### config.mk
export PLATFORM = sky130hd
export DESIGN_NAME = ble_sniffer_frame_parser
export DESIGN_NICKNAME = d
export VERILOG_FILES = /design/src/sv/bsfp_pkg.sv /design/src/sv/ble_sniffer_frame_parser.sv /design/src/sv/bsfp_front.sv /design/src/sv/bsfp_queue.sv
export SDC_FILE = /design/constraint.sdc
export NUM_CORES = 2
export LEC_CHECK = 0
export ABC_AREA = 1
export BUFFER_PORTS_ARGS = -buffer_cell sky130_fd_sc_hd__buf_2
export CAP_MARGIN = 0
export CORE_MARGIN = 2
export CORE_UTILIZATION = 44
export DETAILED_ROUTE_END_ITERATION = 8
export HOLD_SLACK_MARGIN = 0.1
export PLACE_DENSITY = 0.67
export SLEW_MARGIN = 10
export SYNTH_ARGS = -nofsm -noshare
export SYNTH_HDL_FRONTEND = slang
export SYNTH_SLANG_ARGS = --single-unit
### constraint.sdc
create_clock -name clk_i -period 15.02 [get_ports clk_i]
set_clock_uncertainty 0.05 [all_clocks]
set_input_delay 3.755 -clock clk_i [delete_from_list [all_inputs] [get_ports clk_i]]
set_output_delay 3.755 -clock clk_i [all_outputs]
set_load 0.02 [all_outputs]
### src/sv/bsfp_pkg.sv
`default_nettype none

package bsfp_pkg;

  // Default limit on AD records reported per frame.
  localparam int unsigned MAX_AD_RECORDS_DEFAULT = 16;

  // Depth of the record queue between parser and output; a power of two.
  localparam int unsigned QUEUE_DEPTH = 4;

  // Record kinds.
  localparam logic [2:0] KIND_HEADER    = 3'd0;
  localparam logic [2:0] KIND_AD        = 3'd1;
  localparam logic [2:0] KIND_SCAN_REQ  = 3'd2;
  localparam logic [2:0] KIND_TRAILER   = 3'd3;
  localparam logic [2:0] KIND_TRUNCATED = 3'd4;

  // PDU types of interest.
  localparam logic [3:0] PDU_ADV_IND  = 4'h0;
  localparam logic [3:0] PDU_SCAN_REQ = 4'h3;

  typedef struct packed {
    logic [7:0] frame_byte;
    logic [5:0] radio_channel;
    logic       frame_end;
  } in_item_t;

  typedef struct packed {
    logic [2:0]  record_kind;
    logic [5:0]  channel_out;
    logic [42:0] time_stamp;
    logic [31:0] access_addr;
    logic [15:0] pdu_header_word;
    logic [47:0] first_address;
    logic [47:0] second_address;
    logic [7:0]  ad_kind;
    logic [7:0]  ad_data_length;
    logic [7:0]  ad_data_offset;
    logic [23:0] frame_crc;
    logic        last_of_run;
  } out_item_t;

  // Records caused by one byte: a parsed record first, then the trailer.
  typedef struct packed {
    logic      first_valid;
    logic      trailer_valid;
    out_item_t first_rec;
    out_item_t trailer_rec;
  } rec_pair_t;

endpackage

`default_nettype wire

### src/sv/ble_sniffer_frame_parser.sv
// A record caused by a byte is written into the output queue as the byte is taken; a
// second record from the same byte is written in the same cycle, behind it.
// Throughput: one byte per cycle in unless full, one record per cycle out unless empty;
// full rises while the four-entry record queue has room for fewer than two records.
// Reset: all parser state returns to its frame-start values and the queue is emptied.
`default_nettype none

module ble_sniffer_frame_parser #(
  parameter int unsigned MaxAdRecords = bsfp_pkg::MAX_AD_RECORDS_DEFAULT
) (
  input  wire                 logic clk_i,
  input  wire                 logic rst_ni,
  input  wire                 logic push,
  output logic                      full,
  input  wire   bsfp_pkg::in_item_t in_item_i,
  output logic                      empty,
  input  wire                 logic pop,
  output bsfp_pkg::out_item_t       out_item_o
);
  import bsfp_pkg::*;

  // The front end walks the frame one byte per accepted item. It keeps the
  // running byte position, the timestamp, access address and header
  // accumulators, the shift registers for the two payload addresses and the
  // small walk over AD structures. From these it forms at most two records
  // per byte: a parsed record (header, scan request or AD structure) and,
  // on the final byte, the trailer or truncated record.
  //
  // The back end is a short queue of records. It writes both records of a
  // byte in the same cycle and hands them out oldest first, so the parser keeps
  // taking bytes while the consumer stalls, until the queue cannot hold the
  // worst case of another byte.

  logic      accept;
  rec_pair_t recs;

  assign accept = push & ~full;

  bsfp_front #(
    .MaxAdRecords (MaxAdRecords)
  ) u_front (
    .clk_i     (clk_i),
    .rst_ni    (rst_ni),
    .accept_i  (accept),
    .in_item_i (in_item_i),
    .recs_o    (recs)
  );

  bsfp_queue u_queue (
    .clk_i   (clk_i),
    .rst_ni  (rst_ni),
    .recs_i  (recs),
    .full_o  (full),
    .empty_o (empty),
    .pop_i   (pop),
    .head_o  (out_item_o)
  );

endmodule

`default_nettype wire

### src/sv/bsfp_front.sv
`default_nettype none

module bsfp_front #(
  parameter int unsigned MaxAdRecords = bsfp_pkg::MAX_AD_RECORDS_DEFAULT
) (
  input  wire                logic clk_i,
  input  wire                logic rst_ni,
  input  wire                logic accept_i,
  input  wire  bsfp_pkg::in_item_t in_item_i,
  output bsfp_pkg::rec_pair_t      recs_o
);
  import bsfp_pkg::*;

  typedef enum logic {
    PhaseIdle,
    PhaseType
  } ad_phase_e;

  ad_phase_e   phase_q, phase_d;
  logic [7:0]  pos_q, pos_d;
  logic [5:0]  chan_q, chan_d;
  logic [47:0] time_q, time_d;
  logic [31:0] access_q, access_d;
  logic [15:0] header_q, header_d;
  logic [47:0] addr1_q, addr1_d;
  logic [47:0] addr2_q, addr2_d;
  logic [7:0]  next_ad_q, next_ad_d;
  logic [7:0]  pend_len_q, pend_len_d;
  logic [4:0]  ad_count_q, ad_count_d;
  logic [23:0] tail_q, tail_d;

  logic [7:0]  b;
  logic [7:0]  off;
  logic [7:0]  ad_len;
  logic [8:0]  ad_next;
  logic        last;
  logic        prim_valid;
  logic [2:0]  prim_kind;
  logic [7:0]  prim_ad_kind;
  logic        prim_use_addr1;
  logic        prim_use_addr2;
  out_item_t   base;

  always_comb begin
    b          = in_item_i.frame_byte;
    last       = in_item_i.frame_end;
    off        = pos_q - 8'd16;
    ad_len     = pend_len_q - 8'd1;
    ad_next    = {1'b0, off} + 9'd1 + {1'b0, ad_len};

    phase_d    = phase_q;
    chan_d     = (pos_q == 8'd0) ? in_item_i.radio_channel : chan_q;
    time_d     = time_q;
    access_d   = access_q;
    header_d   = header_q;
    addr1_d    = addr1_q;
    addr2_d    = addr2_q;
    next_ad_d  = next_ad_q;
    pend_len_d = pend_len_q;
    ad_count_d = ad_count_q;
    tail_d     = {b, tail_q[23:8]};

    prim_valid     = 1'b0;
    prim_kind      = KIND_HEADER;
    prim_ad_kind   = 8'd0;
    prim_use_addr1 = 1'b0;
    prim_use_addr2 = 1'b0;

    for (int k = 0; k < 6; k++) begin
      if (pos_q == 8'(k + 3)) begin
        time_d[8*k +: 8] = time_q[8*k +: 8] | b;
      end
    end
    for (int k = 0; k < 4; k++) begin
      if (pos_q == 8'(k + 10)) begin
        access_d[8*k +: 8] = access_q[8*k +: 8] | b;
      end
    end

    if (pos_q == 8'd14) begin
      header_d[7:0] = b;
    end else if (pos_q == 8'd15) begin
      header_d[15:8] = b;
      prim_valid     = 1'b1;
      prim_kind      = KIND_HEADER;
    end else if (pos_q >= 8'd16) begin
      if (off <= 8'd5) begin
        addr1_d = {addr1_q[39:0], b};
      end else if (off <= 8'd11) begin
        addr2_d = {addr2_q[39:0], b};
      end

      if (header_q[3:0] == PDU_SCAN_REQ && off == 8'd11) begin
        prim_valid     = 1'b1;
        prim_kind      = KIND_SCAN_REQ;
        prim_use_addr1 = 1'b1;
        prim_use_addr2 = 1'b1;
      end

      if (header_q[3:0] == PDU_ADV_IND) begin
        if (phase_q == PhaseType) begin
          if (ad_count_q < 5'(MaxAdRecords)) begin
            prim_valid     = 1'b1;
            prim_kind      = KIND_AD;
            prim_ad_kind   = b;
            prim_use_addr1 = 1'b1;
          end
          if (ad_count_q != 5'd31) begin
            ad_count_d = ad_count_q + 5'd1;
          end
          next_ad_d = ad_next[8] ? 8'hFF : ad_next[7:0];
          phase_d   = PhaseIdle;
        end else if (off == next_ad_q && next_ad_q < {2'b00, header_q[13:8]}) begin
          pend_len_d = b;
          phase_d    = PhaseType;
        end
      end
    end

    // Context fields as they stand after this byte.
    base                 = '0;
    base.channel_out     = chan_d;
    base.time_stamp      = time_d[47:5];
    base.access_addr     = access_d;
    base.pdu_header_word = header_d;

    recs_o.first_valid                  = accept_i & prim_valid;
    recs_o.first_rec                    = base;
    recs_o.first_rec.record_kind        = prim_kind;
    recs_o.first_rec.first_address      = prim_use_addr1 ? addr1_d : 48'd0;
    recs_o.first_rec.second_address     = prim_use_addr2 ? addr2_d : 48'd0;
    recs_o.first_rec.ad_kind            = prim_ad_kind;
    recs_o.first_rec.ad_data_length     = (prim_kind == KIND_AD) ? ad_len : 8'd0;
    recs_o.first_rec.ad_data_offset     = (prim_kind == KIND_AD) ? off + 8'd1 : 8'd0;
    recs_o.first_rec.last_of_run        = ~last;

    recs_o.trailer_valid                = accept_i & last;
    recs_o.trailer_rec                  = base;
    recs_o.trailer_rec.record_kind      = (pos_q < 8'd15) ? KIND_TRUNCATED : KIND_TRAILER;
    recs_o.trailer_rec.frame_crc        = tail_d;
    recs_o.trailer_rec.last_of_run      = 1'b1;

    // The end of a frame puts the per-frame state back to its reset values.
    if (last) begin
      pos_d      = 8'd0;
      phase_d    = PhaseIdle;
      time_d     = '0;
      access_d   = '0;
      header_d   = '0;
      addr1_d    = '0;
      addr2_d    = '0;
      next_ad_d  = 8'd6;
      pend_len_d = '0;
      ad_count_d = '0;
      tail_d     = '0;
    end else begin
      pos_d = (pos_q != 8'hFF) ? pos_q + 8'd1 : pos_q;
    end
  end

  always_ff @(posedge clk_i or negedge rst_ni) begin
    if (!rst_ni) begin
      phase_q    <= PhaseIdle;
      pos_q      <= 8'd0;
      chan_q     <= '0;
      time_q     <= '0;
      access_q   <= '0;
      header_q   <= '0;
      addr1_q    <= '0;
      addr2_q    <= '0;
      next_ad_q  <= 8'd6;
      pend_len_q <= '0;
      ad_count_q <= '0;
      tail_q     <= '0;
    end else if (accept_i) begin
      phase_q    <= phase_d;
      pos_q      <= pos_d;
      chan_q     <= chan_d;
      time_q     <= time_d;
      access_q   <= access_d;
      header_q   <= header_d;
      addr1_q    <= addr1_d;
      addr2_q    <= addr2_d;
      next_ad_q  <= next_ad_d;
      pend_len_q <= pend_len_d;
      ad_count_q <= ad_count_d;
      tail_q     <= tail_d;
    end
  end

endmodule

`default_nettype wire

### src/sv/bsfp_queue.sv
`default_nettype none

module bsfp_queue (
  input  wire                 logic clk_i,
  input  wire                 logic rst_ni,
  input  wire  bsfp_pkg::rec_pair_t recs_i,
  output logic                      full_o,
  output logic                      empty_o,
  input  wire                 logic pop_i,
  output bsfp_pkg::out_item_t       head_o
);
  import bsfp_pkg::*;

  localparam int unsigned PtrW   = $clog2(QUEUE_DEPTH);
  localparam int unsigned CountW = $clog2(QUEUE_DEPTH + 1);

  out_item_t           mem_q [QUEUE_DEPTH];
  logic [PtrW-1:0]     wr_ptr_q, wr_ptr_d;
  logic [PtrW-1:0]     rd_ptr_q, rd_ptr_d;
  logic [CountW-1:0]   count_q, count_d;
  logic [PtrW-1:0]     trailer_ptr;
  logic [1:0]          n_wr;
  logic                do_pop;

  assign empty_o = (count_q == '0);
  // Room is kept for the two records one byte may cause.
  assign full_o  = (count_q > CountW'(QUEUE_DEPTH - 2));
  assign head_o  = mem_q[rd_ptr_q];
  assign do_pop  = pop_i & ~empty_o;

  always_comb begin
    n_wr        = {1'b0, recs_i.first_valid} + {1'b0, recs_i.trailer_valid};
    trailer_ptr = recs_i.first_valid ? wr_ptr_q + PtrW'(1) : wr_ptr_q;
    wr_ptr_d    = wr_ptr_q + PtrW'(n_wr);
    rd_ptr_d    = rd_ptr_q + PtrW'(do_pop);
    count_d     = count_q + CountW'(n_wr) - CountW'(do_pop);
  end

  always_ff @(posedge clk_i or negedge rst_ni) begin
    if (!rst_ni) begin
      wr_ptr_q <= '0;
      rd_ptr_q <= '0;
      count_q  <= '0;
    end else begin
      wr_ptr_q <= wr_ptr_d;
      rd_ptr_q <= rd_ptr_d;
      count_q  <= count_d;
    end
  end

  always_ff @(posedge clk_i) begin
    if (recs_i.first_valid) begin
      mem_q[wr_ptr_q] <= recs_i.first_rec;
    end
    if (recs_i.trailer_valid) begin
      mem_q[trailer_ptr] <= recs_i.trailer_rec;
    end
  end

endmodule

`default_nettype wire
Yosys cells after proc, flatten, opt, wreduce, memory -nomap -nowiden
Memory sizes are Yosys's and may differ from the RTL's.
Index checks and enable logic that the tools add are counted.
Cells by class
  reductions and logical operators: 18
  eq/ne operators: 21
  mux-type cells: 94
  $add $sub $neg: 13
  $lt $le $gt $ge: 7
  bitwise gates (word level): 17
Operators with widths (number)
  48-bit 2-to-1 mux: 14
  8-bit 2-to-1 mux: 37
  8-bit bitwise OR: 10
  8-bit by 4-bit == test with 1-bit output (second input constant): 8
  5-bit 2-to-1 mux: 7
  8-bit by 3-bit == test with 1-bit output (second input constant): 4
  32-bit 2-to-1 mux: 1
  24-bit 2-to-1 mux: 1
  1-bit 2-to-1 mux: 23
  3-bit 2-to-1 mux: 6
  8-bit by 1-bit adder with 8-bit output (second input constant): 2
  16-bit 2-to-1 mux: 1
  7-bit AND reduction: 2
  2-bit nonzero test: 7
  8-bit by 1-bit adder with 9-bit output (second input constant): 1
  9-bit by 8-bit adder with 9-bit output: 1
  8-bit by 2-bit == test with 1-bit output (second input constant): 1
  8-bit == test: 1
  8-bit by 5-bit >= comparator with 1-bit output (second input constant): 1
  8-bit by 3-bit <= comparator with 1-bit output (second input constant): 1
  8-bit by 4-bit <= comparator with 1-bit output (second input constant): 1
  8-bit logical NOT: 1
  8-bit by 4-bit < comparator with 1-bit output (second input constant): 1
  8-bit by 6-bit < comparator with 1-bit output: 1
  26 further kinds: 37
Storage, ports and cells
  memory bits (writable): 980
  register bits after elaboration: 259
  word-level logic and storage cells: 187
  memories kept: 1
  bits of input ports: 19
  output and inout bits: 247
Memories
  u_queue.mem_q: depth 4, width 245, read ports 1, clocked after Yosys merged registers in 0, write ports 2, RTL line bsfp_queue.sv:17  | out_item_t mem_q [QUEUE_DEPTH];

Depth between registers and ports, before layout
  depth after elaboration: 14
  gate-level depth with buffers: 16
  mapped depth without buffers: 15

Hierarchy
Synthesis repeated with hierarchy kept, for this count alone.
Second synthesis, totals
  cells, all modules: 8064
  area, all modules: 66497.5 sq um
By module, submodules not included
  bsfp_queue: sequential area each 29603.4 sq um, times used 1, cells an instance 5699, area each 50413.4 sq um
  bsfp_front: sequential area each 5983.2 sq um, times used 1, cells an instance 2363, area each 16074.2 sq um
  ble_sniffer_frame_parser: sequential area each 0.0 sq um, times used 1, cells an instance 2, area each 10.0 sq um

Least setup slack after synthesis
No wires, ideal clock.
  path type: input-to-reg
  from: input push
  to: memory u_queue.mem_q[3][10] (netlist name), enable pin
  data required time: 13.875 ns
  cell stages on the path: 9
  data arrival time: 7.092 ns
  path slack: 6.783 ns
  buffers on the path: 2
  setup time: 1.095 ns
  cell sequence: nand3_1 nor2_2 nand2_8 nand2_1 nand2_4 nand3_2 buf_4 buf_2 nand2_1
RTL lines
  from (decl): RTL line ble_sniffer_frame_parser.sv:13  | input wire logic push,
  to (decl): RTL line bsfp_queue.sv:17

==> run_results.csv <==
group,metric,value,unit
run_status,status,"finished, final reports clean",
drt,post_drt_wl_per_cell,22.21,µm
setup_path,worstPathArrival,5280,ps
layout,fillerInstances,12020,
cts,ctsHoldBuffers,0,
drt,ant_nets,0,
setup_path,cp-end-kind,"primary output",
synth,synth_top_area_frac,0.2649,
cts,ctsResizeCount,0,
sta,rsz0062_at_grt,"no",
sta,final.setup.tns,0,ps
synth,synth.distinct_cells,49,
layout,final_core_util,0.4898,
setup_path,crit_path_top_delay_cell,"dfrtp_4",
drt,first_pass_iters,6,
drt,finalWirelength,186.4,mm
global_routing,grt_pass1_vias,46460,
layout,multiInputGateArea,0.02179,mm²
synth,syn_nets,6761,
floorplan,start_util,0.4421,
placed_design,dp_hpwl,98.23,mm
synth,syn_area_per_cell,8.388,µm²
global_routing,grt_antenna_before_repair,5,
synth,synth_largest_area_cell,"edfxtp_1",
cts,cts_sinks,1226,
setup_path,critPathLaunch,"u_queue.rd_ptr_q[0]",
sta,max-slew-margin-rel,0.1781,
power,switching_share,0.4066,
synth,netlist_area,0.05623,mm²
synth,synth_warnings,0,
global_routing,grt_pass1_wl,282.9,mm
sta,finalCritPeriodShare,0.6049,
layout,area_delta_synth_final,10.78,%
cts,cts_buffer_depth,3,
drt,first_iter_violations,6470,
power,vdd_drop_max,0.2198,mV
sta,period_needed,9085,ps
floorplan,core,0.1272,mm²
global_routing,grt-ovfl-total,0,
setup_path,crit_buf_inv,4,
setup_path,crit_family,"buffers and inverters",
cts,path_clk_slew,60,ps
layout,final_cell_mix,"nand2_1 (1326), nor2_1 (806), o21ai_0 (733)",
setup_path,critical_path_required,11220,ps
sta,drv_slew,0,
global_routing,grt_start_max_net_pins,216,
setup_path,path_max_fanout,208,
power,clkPwrFrac,0.289,
layout,fin_nets,6679,
power,pwr_density_cell,186.3,mW/mm²
sta,finalHoldViolations,0,
synth,ys.flop_type,"edfxtp_1",
run,maxCapViolCount,0,
cts,cts_buffers,132,
sta,max_slew.worst_pin.slew,1233,ps
floorplan,io_pins,266,
synth,syn_inst,6704,
cts,root_buffer,"clkbuf_16",
sta,setup_violations,0,
layout,final_common_cell,"nand2_1",
cts,postCtsSetupBuffers,0,
sta,fmax,110.1,MHz
global_routing,grt_use_total,0.2773,
worst_hold_path,hold_class,"reg -> reg",
setup_path,criticalPathCategory,"reg -> out",
synth,synth-seq-area-share,0.5467,
synth,synth_area_leaders,"edfxtp_1 (26%), dfxtp_1 (17%), dfrtp_1 (11%)",
setup_path,timing.critical_path.cells,"buf_4 > buf_4 > buf_12 > o21ai_0 > o22ai_1 > buf_2",
power,pwr-share-comb,0.371,
setup_path,path_common_cell,"buf_4",
power,switchingPower,4.720,mW
power,internal_power,6.888,mW
drt,via_per_inst,5.929,
setup_path,slowest_delay,960,ps
synth,synthArstFlopShare,0.2007,
placed_design,io_buffers,265,
power,p_leak,25.39,nW
power,seqPwrFrac,0.340,
cts,cts_tree,"built",
synth,synth-seq-cells,1226,
floorplan,die_y,361.5,µm
setup_path,rr_startpoint,"u_front.pos_q[4]",
worst_hold_path,hp-start,"u_queue.mem_q[1][77]",
drt,drc,0,
synth,synth_edf_count,496,
cts,cts.htree.levels,4,
cts,clk_latency,780,ps
floorplan,dieArea,0.1307,mm²
drt,vias,49760,
placed_design,place.gp.congestion,0.8588,
setup_path,start_kind,"flip-flop",
floorplan,die_x,361.5,µm
floorplan,rows,131,
layout,seq_area,0.03075,mm²
layout,drive_gt1_frac,0.08757,
final cells by class:
class | instances | share of cell area
inverter | 341 | 0.02113
clock buffer | 201 | 0.06395
sequential | 1226 | 0.4936
antenna | 4 | 0.0001607
multi-input combinational | 4586 | 0.3499
clock inverter | 37 | 0.007451
tap | 1662 | 0.03338
timing repair buffer | 335 | 0.03049
path summary, 6_finish.rpt:
kind	end	slack [ps]	depth (start not counted)
worst max register to register	u_queue.mem_q[2][169]	8990	13
max in group asynchronous	u_queue.rd_ptr_q[1]	9590	3
worst min register to register	u_queue.mem_q[1][77]	410	2
min in group asynchronous	u_front.access_q[17]	2950	1
worst max-delay path	out_item_o[243]	5940	6
worst min-delay path	u_queue.mem_q[1][77]	410	2
state kept, by name, indices dropped and copies added (netlist names), 16 cells and up:
register / count
u_front.access_q: 32
u_front.addr1_q: 48
u_front.addr2_q: 48
u_front.header_q: 16
u_front.tail_q: 16
u_front.time_q: 43
u_queue.mem_q: 980
power by group through the flow:
stage | clock network [mW] | logic [mW] | registers (mW)
2_1_floorplan | 0 | 2.76 | 3.93
6_report | 3.36 | 4.30 | 3.94
3_3_place_gp | 0 | 4.23 | 4.00
4_1_cts | 3.39 | 4.29 | 3.94
3_5_place_dp | 0 | 4.27 | 4.00
5_1_grt | 3.53 | 4.63 | 3.97
cell families (layout without fill, tap and decap cells):
family,Yosys count,after routing,share of synthesized area
AND/OR/NAND/NOR,2762,2762,0.2060
AO/OA/AOI/OAI,1757,1757,0.1661
flip-flops,1226,1226,0.5467
buffers and inverters,892,914,0.06766
adder cells (fa/ha/maj),38,38,0.008722
XOR/XNOR,23,23,0.003716
multiplexers,6,6,0.001068
other,0,4,0
tightest hold or removal path, stage by stage, from the launching register on:
cell,delay [ps]
dfxtp_1,300
nand2_1,50
a21oi_1,60
through the flow:
stage | setup slack (ps) | cell area, µm² | instances | hold slack (ps) | power [mW]
after floorplan | 6783 | 56230 | 6704 | 386.9 | 6.687
after CTS | 6057 | 62290 | 8388 | 409.6 | 11.62
after global placement | 6774 | 57840 | 8150 | 395.9 | 8.228
after global routing | 5687 | 62290 | 8388 | 423.7 | 12.13
after detailed placement | 6702 | 57840 | 8150 | 401.1 | 8.278
final | 5935 | 62300 | 8392 | 410.6 | 11.61
Yosys cell counts (20+ instances only):
library cell / count
buf_4: 63
o22ai_1: 268
nand3_1: 376
buf_1: 30
inv_1: 332
nor2_1: 808
dfxtp_1: 484
clkbuf_1: 287
buf_2: 170
o21ai_1: 20
nand2_1: 1332
a22o_1: 48
o21ai_0: 733
nand4_1: 200
a21oi_1: 677
edfxtp_1: 496
dfrtp_1: 244
ha_1: 36
routing by layer:
metal  part of all wire  up-vias  GRT usage
met5            0.00014        -          0
met4              0.040        4     0.1184
met3               0.10      386    0.04851
met2               0.46     2629     0.4442
met1               0.40    24020     0.3702
li1                   -    22730          -
(Power assumes the default switching activity.)
